==> src/rtl/sabd_pkg.sv <==
`timescale 1ns / 1ps
// ----------------------------------------------------------------------------
// sabd_pkg: shared types and constants
// Widths, scaling constants and display columns for the sample averaging and
// BCD display writer.
// ----------------------------------------------------------------------------
package sabd_pkg;

    localparam int unsigned SAMPLES_DEFAULT = 10;
    localparam int unsigned SAMPLES_MAX     = 16;

    localparam int unsigned SAMPLE_W = 8;
    localparam int unsigned SUM_W    = 12;
    localparam int unsigned CNT_W    = 4;
    localparam int unsigned AVG_W    = 8;

    // Reciprocal multiply used for the division by the sample count.
    localparam int unsigned RECIP_SHIFT = 24;
    localparam int unsigned RECIP_W     = RECIP_SHIFT + 1;

    // Scaling by 330/256.
    localparam int unsigned SCALE_MUL   = 330;
    localparam int unsigned SCALE_SHIFT = 8;
    localparam int unsigned SCALED_W    = 9;
    localparam int unsigned SCALED_MAX  = 328;

    localparam int unsigned REM_W   = 7;
    localparam int unsigned DIGIT_W = 4;
    localparam int unsigned HUND_W  = 2;

    // Multiply by 205 and shift by 11 divides values below 1029 by ten.
    localparam int unsigned TENS_MUL   = 205;
    localparam int unsigned TENS_SHIFT = 11;
    localparam int unsigned TENS_PROD_W = 15;

    localparam int unsigned COLUMN_W = 3;
    localparam int unsigned CHAR_W   = 6;

    localparam logic [COLUMN_W-1:0] COL_HUNDREDS = 3'd5;
    localparam logic [COLUMN_W-1:0] COL_TENS     = 3'd6;
    localparam logic [COLUMN_W-1:0] COL_UNITS    = 3'd7;
    localparam logic [CHAR_W-1:0]   ASCII_ZERO   = 6'd48;
    localparam logic [CHAR_W-1:0]   ASCII_NINE   = 6'd57;

    localparam int unsigned QUEUE_DEPTH = 2;
    localparam int unsigned QPTR_W      = 1;
    localparam int unsigned QCNT_W      = 2;

    // One completed sum handed from the front end to the queue, or from the
    // queue head to the back end.
    typedef struct packed {
        logic             valid;
        logic [SUM_W-1:0] sum;
    } sum_xfer_t;

endpackage

==> src/rtl/sabd_front.sv <==
`timescale 1ns / 1ps
// ----------------------------------------------------------------------------
// sabd_front: sample accumulator
// Accepts samples, keeps the running sum and count, and pushes the sum of
// every completed group into the queue.
// ----------------------------------------------------------------------------
module sabd_front #(
    parameter int unsigned SAMPLES = sabd_pkg::SAMPLES_DEFAULT
) (
    input  logic                           clk,
    input  logic                           rst_n,
    input  logic                           in_valid,
    output logic                           in_ready,
    input  logic [sabd_pkg::SAMPLE_W-1:0]  sample,
    input  logic                           q_full,
    output sabd_pkg::sum_xfer_t            push
);

    localparam int unsigned EFF = (SAMPLES < 1) ? 1 :
        ((SAMPLES > sabd_pkg::SAMPLES_MAX) ? sabd_pkg::SAMPLES_MAX : SAMPLES);
    localparam logic [sabd_pkg::CNT_W:0] EFF_CNT = (sabd_pkg::CNT_W + 1)'(EFF);

    logic [sabd_pkg::SUM_W-1:0] sum_reg, sum_next, sum_inc;
    logic [sabd_pkg::CNT_W-1:0] cnt_reg, cnt_next;
    logic [sabd_pkg::CNT_W:0]   cnt_inc;
    logic                       accept;
    logic                       done;

    assign in_ready = !q_full;
    assign accept   = in_valid && in_ready;
    assign sum_inc  = sum_reg + sabd_pkg::SUM_W'(sample);
    assign cnt_inc  = (sabd_pkg::CNT_W + 1)'(cnt_reg) + (sabd_pkg::CNT_W + 1)'(1);
    assign done     = (cnt_inc >= EFF_CNT);

    assign push.valid = accept && done;
    assign push.sum   = sum_inc;

    always_comb
    begin
        sum_next = sum_reg;
        cnt_next = cnt_reg;
        if (accept)
        begin
            if (done)
            begin
                sum_next = '0;
                cnt_next = '0;
            end
            else
            begin
                sum_next = sum_inc;
                cnt_next = cnt_inc[sabd_pkg::CNT_W-1:0];
            end
        end
    end

    always_ff @(posedge clk or negedge rst_n)
    begin
        if (!rst_n)
        begin
            sum_reg <= '0;
            cnt_reg <= '0;
        end
        else
        begin
            sum_reg <= sum_next;
            cnt_reg <= cnt_next;
        end
    end

endmodule

==> src/rtl/sabd_queue.sv <==
`timescale 1ns / 1ps
// ----------------------------------------------------------------------------
// sabd_queue: completed-sum queue
// Two-entry queue that decouples the accumulator from the conversion
// pipeline.
// ----------------------------------------------------------------------------
module sabd_queue (
    input  logic                clk,
    input  logic                rst_n,
    input  sabd_pkg::sum_xfer_t push,
    output logic                q_full,
    output sabd_pkg::sum_xfer_t head,
    input  logic                pop
);

    logic [sabd_pkg::SUM_W-1:0]  mem_reg [sabd_pkg::QUEUE_DEPTH];
    logic [sabd_pkg::QPTR_W-1:0] wr_ptr_reg, wr_ptr_next;
    logic [sabd_pkg::QPTR_W-1:0] rd_ptr_reg, rd_ptr_next;
    logic [sabd_pkg::QCNT_W-1:0] cnt_reg, cnt_next;
    logic                        do_push;
    logic                        do_pop;

    assign q_full     = (cnt_reg == sabd_pkg::QCNT_W'(sabd_pkg::QUEUE_DEPTH));
    assign head.valid = (cnt_reg != '0);
    assign head.sum   = mem_reg[rd_ptr_reg];

    assign do_push = push.valid && !q_full;
    assign do_pop  = pop && head.valid;

    always_comb
    begin
        wr_ptr_next = wr_ptr_reg;
        rd_ptr_next = rd_ptr_reg;
        cnt_next    = cnt_reg;
        if (do_push)
        begin
            wr_ptr_next = wr_ptr_reg + sabd_pkg::QPTR_W'(1);
        end
        if (do_pop)
        begin
            rd_ptr_next = rd_ptr_reg + sabd_pkg::QPTR_W'(1);
        end
        if (do_push && !do_pop)
        begin
            cnt_next = cnt_reg + sabd_pkg::QCNT_W'(1);
        end
        else if (do_pop && !do_push)
        begin
            cnt_next = cnt_reg - sabd_pkg::QCNT_W'(1);
        end
    end

    always_ff @(posedge clk)
    begin
        if (do_push)
        begin
            mem_reg[wr_ptr_reg] <= push.sum;
        end
    end

    always_ff @(posedge clk or negedge rst_n)
    begin
        if (!rst_n)
        begin
            wr_ptr_reg <= '0;
            rd_ptr_reg <= '0;
            cnt_reg    <= '0;
        end
        else
        begin
            wr_ptr_reg <= wr_ptr_next;
            rd_ptr_reg <= rd_ptr_next;
            cnt_reg    <= cnt_next;
        end
    end

endmodule

==> src/rtl/sabd_back.sv <==
`timescale 1ns / 1ps
// ----------------------------------------------------------------------------
// sabd_back: average, scale, BCD split and digit writer
// Four-stage pipeline from a completed sum to three BCD digits, followed by
// a writer that emits one display digit per transaction.
// ----------------------------------------------------------------------------
module sabd_back #(
    parameter int unsigned SAMPLES = sabd_pkg::SAMPLES_DEFAULT
) (
    input  logic                           clk,
    input  logic                           rst_n,
    input  sabd_pkg::sum_xfer_t            head,
    output logic                           pop,
    output logic                           out_valid,
    input  logic                           out_ready,
    output logic [sabd_pkg::COLUMN_W-1:0]  column,
    output logic [sabd_pkg::CHAR_W-1:0]    digit_char,
    output logic                           last
);

    localparam int unsigned EFF = (SAMPLES < 1) ? 1 :
        ((SAMPLES > sabd_pkg::SAMPLES_MAX) ? sabd_pkg::SAMPLES_MAX : SAMPLES);
    localparam longint unsigned RECIP_VAL =
        ((64'd1 << sabd_pkg::RECIP_SHIFT) + EFF - 1) / EFF;
    localparam logic [sabd_pkg::RECIP_W-1:0] RECIP = sabd_pkg::RECIP_W'(RECIP_VAL);
    localparam int unsigned RPROD_W = sabd_pkg::SUM_W + sabd_pkg::RECIP_W;
    localparam int unsigned SPROD_W = sabd_pkg::AVG_W + sabd_pkg::SCALED_W;

    // Bit positions in the pending-write mask.
    localparam int unsigned P_HUND  = 0;
    localparam int unsigned P_TENS  = 1;
    localparam int unsigned P_UNITS = 2;

    logic adv;
    logic take_new;

    // Stage 1: average by reciprocal multiply.
    logic                          v1_reg;
    logic [RPROD_W-1:0]            recip_prod;
    logic [sabd_pkg::AVG_W-1:0]    avg_reg;

    // Stage 2: scale by 330/256.
    logic                          v2_reg;
    logic [SPROD_W-1:0]            scale_prod;
    logic [sabd_pkg::SCALED_W-1:0] scaled_reg;

    // Stage 3: hundreds digit and remainder.
    logic                          v3_reg;
    logic [sabd_pkg::HUND_W-1:0]   hund_next, hund3_reg;
    logic [sabd_pkg::SCALED_W-1:0] rem_full;
    logic [sabd_pkg::REM_W-1:0]    rem_reg;

    // Stage 4: tens and units digits.
    logic                              v4_reg;
    logic [sabd_pkg::TENS_PROD_W-1:0]  tens_prod;
    logic [sabd_pkg::DIGIT_W-1:0]      tens_next;
    logic [sabd_pkg::REM_W-1:0]        units_full;
    logic [sabd_pkg::HUND_W-1:0]       hund4_reg;
    logic [sabd_pkg::DIGIT_W-1:0]      tens4_reg;
    logic [sabd_pkg::DIGIT_W-1:0]      units4_reg;

    // Digit writer.
    logic [2:0]                    pend_reg, pend_next, pend_after, pend_new;
    logic [sabd_pkg::HUND_W-1:0]   hund_reg;
    logic [sabd_pkg::DIGIT_W-1:0]  tens_reg;
    logic [sabd_pkg::DIGIT_W-1:0]  units_reg;
    logic [sabd_pkg::DIGIT_W-1:0]  sel_digit;
    logic                          out_accept;

    assign adv = !v4_reg || take_new;
    assign pop = adv && head.valid;

    assign recip_prod = RPROD_W'(head.sum) * RPROD_W'(RECIP);
    assign scale_prod = SPROD_W'(avg_reg) * SPROD_W'(sabd_pkg::SCALE_MUL);

    always_comb
    begin
        if (scaled_reg >= sabd_pkg::SCALED_W'(300))
        begin
            hund_next = 2'd3;
            rem_full  = scaled_reg - sabd_pkg::SCALED_W'(300);
        end
        else if (scaled_reg >= sabd_pkg::SCALED_W'(200))
        begin
            hund_next = 2'd2;
            rem_full  = scaled_reg - sabd_pkg::SCALED_W'(200);
        end
        else if (scaled_reg >= sabd_pkg::SCALED_W'(100))
        begin
            hund_next = 2'd1;
            rem_full  = scaled_reg - sabd_pkg::SCALED_W'(100);
        end
        else
        begin
            hund_next = 2'd0;
            rem_full  = scaled_reg;
        end
    end

    assign tens_prod  = sabd_pkg::TENS_PROD_W'(rem_reg) *
                        sabd_pkg::TENS_PROD_W'(sabd_pkg::TENS_MUL);
    assign tens_next  = tens_prod[sabd_pkg::TENS_SHIFT +: sabd_pkg::DIGIT_W];
    assign units_full = rem_reg - sabd_pkg::REM_W'({tens_next, 3'b000})
                                - sabd_pkg::REM_W'({tens_next, 1'b0});

    always_ff @(posedge clk)
    begin
        if (adv)
        begin
            avg_reg    <= recip_prod[sabd_pkg::RECIP_SHIFT +: sabd_pkg::AVG_W];
            scaled_reg <= scale_prod[sabd_pkg::SCALE_SHIFT +: sabd_pkg::SCALED_W];
            hund3_reg  <= hund_next;
            rem_reg    <= rem_full[sabd_pkg::REM_W-1:0];
            hund4_reg  <= hund3_reg;
            tens4_reg  <= tens_next;
            units4_reg <= units_full[sabd_pkg::DIGIT_W-1:0];
        end
    end

    always_ff @(posedge clk or negedge rst_n)
    begin
        if (!rst_n)
        begin
            v1_reg <= 1'b0;
            v2_reg <= 1'b0;
            v3_reg <= 1'b0;
            v4_reg <= 1'b0;
        end
        else if (adv)
        begin
            v1_reg <= head.valid;
            v2_reg <= v1_reg;
            v3_reg <= v2_reg;
            v4_reg <= v3_reg;
        end
    end

    // The writer walks the pending mask from hundreds to units. A new reading
    // is loaded in the same cycle that the previous one finishes.
    assign out_valid  = (pend_reg != '0);
    assign out_accept = out_valid && out_ready;
    assign pend_after = out_accept ? (pend_reg & (pend_reg - 3'd1)) : pend_reg;
    assign take_new   = (pend_after == '0);

    always_comb
    begin
        pend_new          = '0;
        pend_new[P_UNITS] = 1'b1;
        pend_new[P_TENS]  = (tens4_reg != '0) || (hund4_reg != '0);
        pend_new[P_HUND]  = (hund4_reg != '0);
        pend_next = pend_after;
        if (take_new && v4_reg)
        begin
            pend_next = pend_new;
        end
    end

    always_ff @(posedge clk)
    begin
        if (take_new && v4_reg)
        begin
            hund_reg  <= hund4_reg;
            tens_reg  <= tens4_reg;
            units_reg <= units4_reg;
        end
    end

    always_ff @(posedge clk or negedge rst_n)
    begin
        if (!rst_n)
        begin
            pend_reg <= '0;
        end
        else
        begin
            pend_reg <= pend_next;
        end
    end

    always_comb
    begin
        if (pend_reg[P_HUND])
        begin
            column    = sabd_pkg::COL_HUNDREDS;
            sel_digit = sabd_pkg::DIGIT_W'(hund_reg);
            last      = 1'b0;
        end
        else if (pend_reg[P_TENS])
        begin
            column    = sabd_pkg::COL_TENS;
            sel_digit = tens_reg;
            last      = 1'b0;
        end
        else
        begin
            column    = sabd_pkg::COL_UNITS;
            sel_digit = units_reg;
            last      = 1'b1;
        end
    end

    assign digit_char = sabd_pkg::ASCII_ZERO + sabd_pkg::CHAR_W'(sel_digit);

`ifndef SYNTHESIS
    a_last_on_units: assert property (@(posedge clk) disable iff (!rst_n)
        out_valid |-> (last == (column == sabd_pkg::COL_UNITS)))
        else $error("last flag does not match the units column");

    a_digit_range: assert property (@(posedge clk) disable iff (!rst_n)
        out_valid |-> (digit_char >= sabd_pkg::ASCII_ZERO &&
                       digit_char <= sabd_pkg::ASCII_NINE))
        else $error("digit character outside 0..9");

    a_scaled_range: assert property (@(posedge clk) disable iff (!rst_n)
        v2_reg |-> (scaled_reg <= sabd_pkg::SCALED_W'(sabd_pkg::SCALED_MAX)))
        else $error("scaled reading out of range");

    a_units_pending: assert property (@(posedge clk) disable iff (!rst_n)
        (pend_reg != '0) |-> pend_reg[P_UNITS])
        else $error("pending reading lacks its units write");

    a_idle_after_last: assert property (@(posedge clk) disable iff (!rst_n)
        (out_accept && last && !v4_reg) |=> !out_valid)
        else $error("writer stays busy after the final write");
`endif

endmodule

==> src/rtl/sample_average_scale_bcd_display.sv <==
`timescale 1ns / 1ps
// The sample that completes a group reaches its first digit write through the queue,
// the four pipeline stages and the writer register. Throughput: one sample per cycle
// while the queue has room; each completed group emits one to three writes at one per
// cycle, so samples are never held up while SAMPLES >= 3 and the output keeps up.
// Reset clears the running sum, the sample count, the queue and all pipeline valid bits.
// ----------------------------------------------------------------------------
// sample_average_scale_bcd_display: averaged reading to display digits
// Averages groups of converter samples, scales the mean by 330/256 and writes
// the result as up to three ASCII digits to display columns 5 to 7.
// ----------------------------------------------------------------------------
module sample_average_scale_bcd_display #(
    parameter int unsigned SAMPLES = sabd_pkg::SAMPLES_DEFAULT
) (
    input  logic                           clk,
    input  logic                           rst_n,
    input  logic                           in_valid,
    output logic                           in_ready,
    input  logic [sabd_pkg::SAMPLE_W-1:0]  sample,
    output logic                           out_valid,
    input  logic                           out_ready,
    output logic [sabd_pkg::COLUMN_W-1:0]  column,
    output logic [sabd_pkg::CHAR_W-1:0]    digit_char,
    output logic                           last
);

    sabd_pkg::sum_xfer_t push;
    sabd_pkg::sum_xfer_t head;
    logic                q_full;
    logic                pop;

    sabd_front #(
        .SAMPLES (SAMPLES)
    ) u_front (
        .clk      (clk),
        .rst_n    (rst_n),
        .in_valid (in_valid),
        .in_ready (in_ready),
        .sample   (sample),
        .q_full   (q_full),
        .push     (push)
    );

    sabd_queue u_queue (
        .clk    (clk),
        .rst_n  (rst_n),
        .push   (push),
        .q_full (q_full),
        .head   (head),
        .pop    (pop)
    );

    sabd_back #(
        .SAMPLES (SAMPLES)
    ) u_back (
        .clk        (clk),
        .rst_n      (rst_n),
        .head       (head),
        .pop        (pop),
        .out_valid  (out_valid),
        .out_ready  (out_ready),
        .column     (column),
        .digit_char (digit_char),
        .last       (last)
    );

endmodule
==> config.mk <==
export PLATFORM = sky130hd
export DESIGN_NAME = sample_average_scale_bcd_display
export DESIGN_NICKNAME = d
export VERILOG_FILES = /design/src/rtl/sabd_pkg.sv /design/src/rtl/sabd_front.sv /design/src/rtl/sabd_queue.sv /design/src/rtl/sabd_back.sv /design/src/rtl/sample_average_scale_bcd_display.sv
export SDC_FILE = /design/constraint.sdc
export NUM_CORES = 1
export LEC_CHECK = 0
export BUFFER_PORTS_ARGS = -buffer_cell sky130_fd_sc_hd__buf_2
export CAP_MARGIN = 20
export CORE_MARGIN = 4
export CORE_UTILIZATION = 45
export DETAILED_ROUTE_END_ITERATION = 8
export SLEW_MARGIN = 20
export SYNTH_ARGS = -nofsm -noshare
export SYNTH_HDL_FRONTEND = slang
export SYNTH_HIERARCHICAL = 1
export SYNTH_SLANG_ARGS = --single-unit
==> constraint.sdc <==
create_clock -name clk -period 6.4 [get_ports clk]
set_clock_uncertainty 0.1 [all_clocks]
set_input_delay 0 -clock clk [delete_from_list [all_inputs] [get_ports clk]]
set_output_delay 0 -clock clk [all_outputs]
set_load 0.05 [all_outputs]
==> impl_results.md <==
* DRC Markers at 0
* Predominant post-synthesis flop cell: edfxtp_1
* CTS tree: built
* Core ar. at approximately 0.02 mm^2
* Drt pass-1 iters at 5
* P&R area growth vs syn at 7.85%
* Seq/Total Area, Yosys at 30.4%
* TNS Setup at 0 ns
* Max FFs per register at 24
* Hold Buf Count CTS at 3
* CTS max path bufs at 2
* Worst Max-Slew Pin Slew at 0.841 ns
* PostCTS Resize Cnt at 0
* Req. time, crit path at 6.39 ns
* Status: finished clean
* First-pass GRT wire length at 28200 um
* Footprint of the multi-input gates at 0.00571 mm^2
* PortBufs at 20
* Share of cells above drive strength 1 at under 10%
* Initial antenna violation count at 0
* GRT Overall Usage at 15.5%
* Clock Pin Slew Worst Setup and Hold Paths at 0.07 ns
* H-tree depth at 3
* Diode count at 0
* RR Startpoint: u_queue/rd_ptr_reg
* Area contributors post-synth: ha_1, edfxtp_1, fa_1
* Max Clk Rate at approximately 170 MHz
* CP max FO at 13
* Pin count of the biggest net entering global routing at 40
* DRT iter0 DRCs at 264
* RePlAce Congestion at between 0.8 and 0.9
* Synth async-reset ratio at between 20% and 30%
* Die area at approximately 0.023 mm^2
* Initial Utilization at 46.4%
* Worst Min Path Start: sample[1]
* Min-Delay Path Class: input port to register
* Storage element area at 0.00278 mm^2
* Antenna Nets Post-Route at 0
* Post-Synth XOR/XNOR Area at 3.83%
* Total of max-cap violations at 0
* GRT Residual Overflow at 0
* CP Launch Type: register
* Vias at between 5000 and 6000
* Post-Syn Area at about 0.009 mm^2
* CTS Root Cell: clkbuf_16
* Critical Path Sink Type: register
* Filler cells at 1789
* Setup Viol. Count Final at 0
* TritonCTS Buffers at 9
* Avg Cell Area, Syn at 10.7 um^2
* Worst endpoint data arrival time at 5.83 ns
* Synth Area in Simple Gates at 7.56%
* Vias in the first global route at 5926
* Die H at ~150 um
* Tmin final at ~5.8 ns
* Min Hold Slack at 0.0144 ns
* Synthesized instance count at 855
* Final hold violation count at 0
* Synth Area in Compound Gates at 11.7%
* Total I/O pin count at 24
* Drt via density at 5.22
* CP Class: register to register
* Worst slew margin at 43.9%
* Row cnt at 51
* NumNets Final at 1123
* Fin crit share at 91.2%
* CP Launch Point: u_queue/rd_ptr_reg
* CTS Sinks at 97
* Synth top area share at 23.8%
* Post-synthesis mux area share at 2.60%
* Largest family of logic cells by synthesized area: adder cells
* Synth area leader: ha_1
* Slew Viols, Final at 0
* Synth cell types at 75
* Synth Warn # at 6
* DP HPWL at roughly 14000 um
* Setup Fix Bufs, Post-CTS at 0
* RSZ-0062 raised after global routing: false
* WL/cell at 14.3 um
* Post-synth EDFFs at 70
* Die X at approximately 150 um
* Dpl cell area at 0.00952 mm^2
* Design area at 0.00987 mm^2
* Post-synthesis register bit count at 97
* Post-Synth Adder-Cell Area at between 30% and 40%
* Skew-Pair Late Insertion Delay at 0.34 ns
* WL final at between 15000 and 20000 um
-- final timing paths --
kind / to / slack [ns] / depth (start not counted)
worst min register to register: u_back/hund4_reg[1] / 0.32 / 0
worst max register to register: u_back/avg_reg[7] / 0.56 / 18
worst max-delay path: u_back/avg_reg[7] / 0.56 / 18
min in group asynchronous: u_front/sum_reg[0] / 0.12 / 2
max in group asynchronous: u_queue/cnt_reg[0] / 5.62 / 2
worst min-delay path: u_queue/mem_reg[0][1] / 0.01 / 2
-- cell type report --
| class | instances | area share (%) |
|---|---|---|
| clock buffer | 9 | 2.28 |
| clock inverter | 7 | 0.887 |
| inverter | 160 | 6.09 |
| multi-input combinational | 587 | 57.8 |
| sequential | 97 | 28.1 |
| tap | 265 | 3.36 |
| timing repair buffer | 24 | 1.39 |
-- critical path, stage by stage (launching register included) --
cell and delay (ns):
dfrtp_1 0.66, mux2_2 0.44, inv_1 0.07, ha_1 0.25, fa_1 0.50, inv_1 0.07, fa_1 0.52, fa_1 0.52
inv_1 0.05, fa_1 0.53, inv_1 0.05, ha_1 0.32, a21oi_1 0.18, nor2_1 0.09, o311a_1 0.37, nor4_2 0.21
a31oi_1 0.21, o41ai_2 0.34, xnor2_1 0.11
-- cell usage in the layout (no fill, tap or decap), types with 9 or more instances in the layout --
cell type / count
ha_1: 174
inv_1: 160
edfxtp_1: 70
fa_1: 58
a21oi_1: 39
nand2_1: 36
nor2_1: 31
dfrtp_1: 27
xnor2_1: 26
buf_2: 20
o21ai_0: 18
a21o_1: 17
xor2_1: 14
mux2_2: 14
nand2b_1: 12
nand3_1: 11
clkbuf_16: 9
a31oi_1: 9
o22ai_1: 9
-- logic make-up (layout without fill, tap and decap cells) --
logic type	Yosys count	count (layout)
xor+xnor	40	40
other cells	1	3
simple gates	137	137
fa+ha+maj	233	233
flops	97	97
mux	22	22
buf+inv	173	200
compound gates	152	152
-- per-stage QoR --
stage                     cells  setup slack (ns)  utilization [%]
after floorplan             857              1.09                -
after global placement     1130             0.619             48.3
after detailed placement   1130             0.516             48.3
after CTS                  1149             0.517             50.0
after global routing       1149             0.253             50.1
final                      1149             0.564             50.1
-- metal layers --
layer	up-vias	global-route usage [%]	share of wire, %
li1	3013	-	-
met1	2881	21.2	48
met2	90	26.1	48
met3	14	2.56	3.2
met4	0	3.04	1.0
met5	-	0	0
-- cells in the mapped netlist (all sizes together) (2+ instances only) --
| cell | count |
|---|---|
| nand2b | 12 |
| a21o | 17 |
| fa | 58 |
| a221oi | 2 |
| edfxtp | 70 |
| clkbuf | 7 |
| ha | 174 |
| o311a | 2 |
| or3 | 2 |
| a31o | 2 |
| inv | 160 |
| nor2 | 32 |
| nor3 | 5 |
| nand3 | 11 |
| nor2b | 6 |
| xnor2 | 26 |
| mux2 | 14 |
| o21a | 3 |
| a211oi | 6 |
| o22ai | 10 |
| o211ai | 4 |
| o2111ai | 3 |
| a21boi | 2 |
| a31oi | 9 |
| nor4 | 3 |
| or2 | 3 |
| dfrtp | 27 |
| a21oi | 39 |
| buf | 6 |
| and3 | 8 |
| o21ai | 20 |
| nand4 | 5 |
| nand3b | 2 |
| o2bb2ai | 3 |
| nand2 | 37 |
| mux2i | 8 |
| o21bai | 5 |
| and2 | 5 |
| a22o | 8 |
| xor2 | 14 |
| a211o | 3 |
| o41ai | 3 |
Power is not shown: default switching activity piles up to over one toggle a cycle in this logic, so the estimate is an artifact.
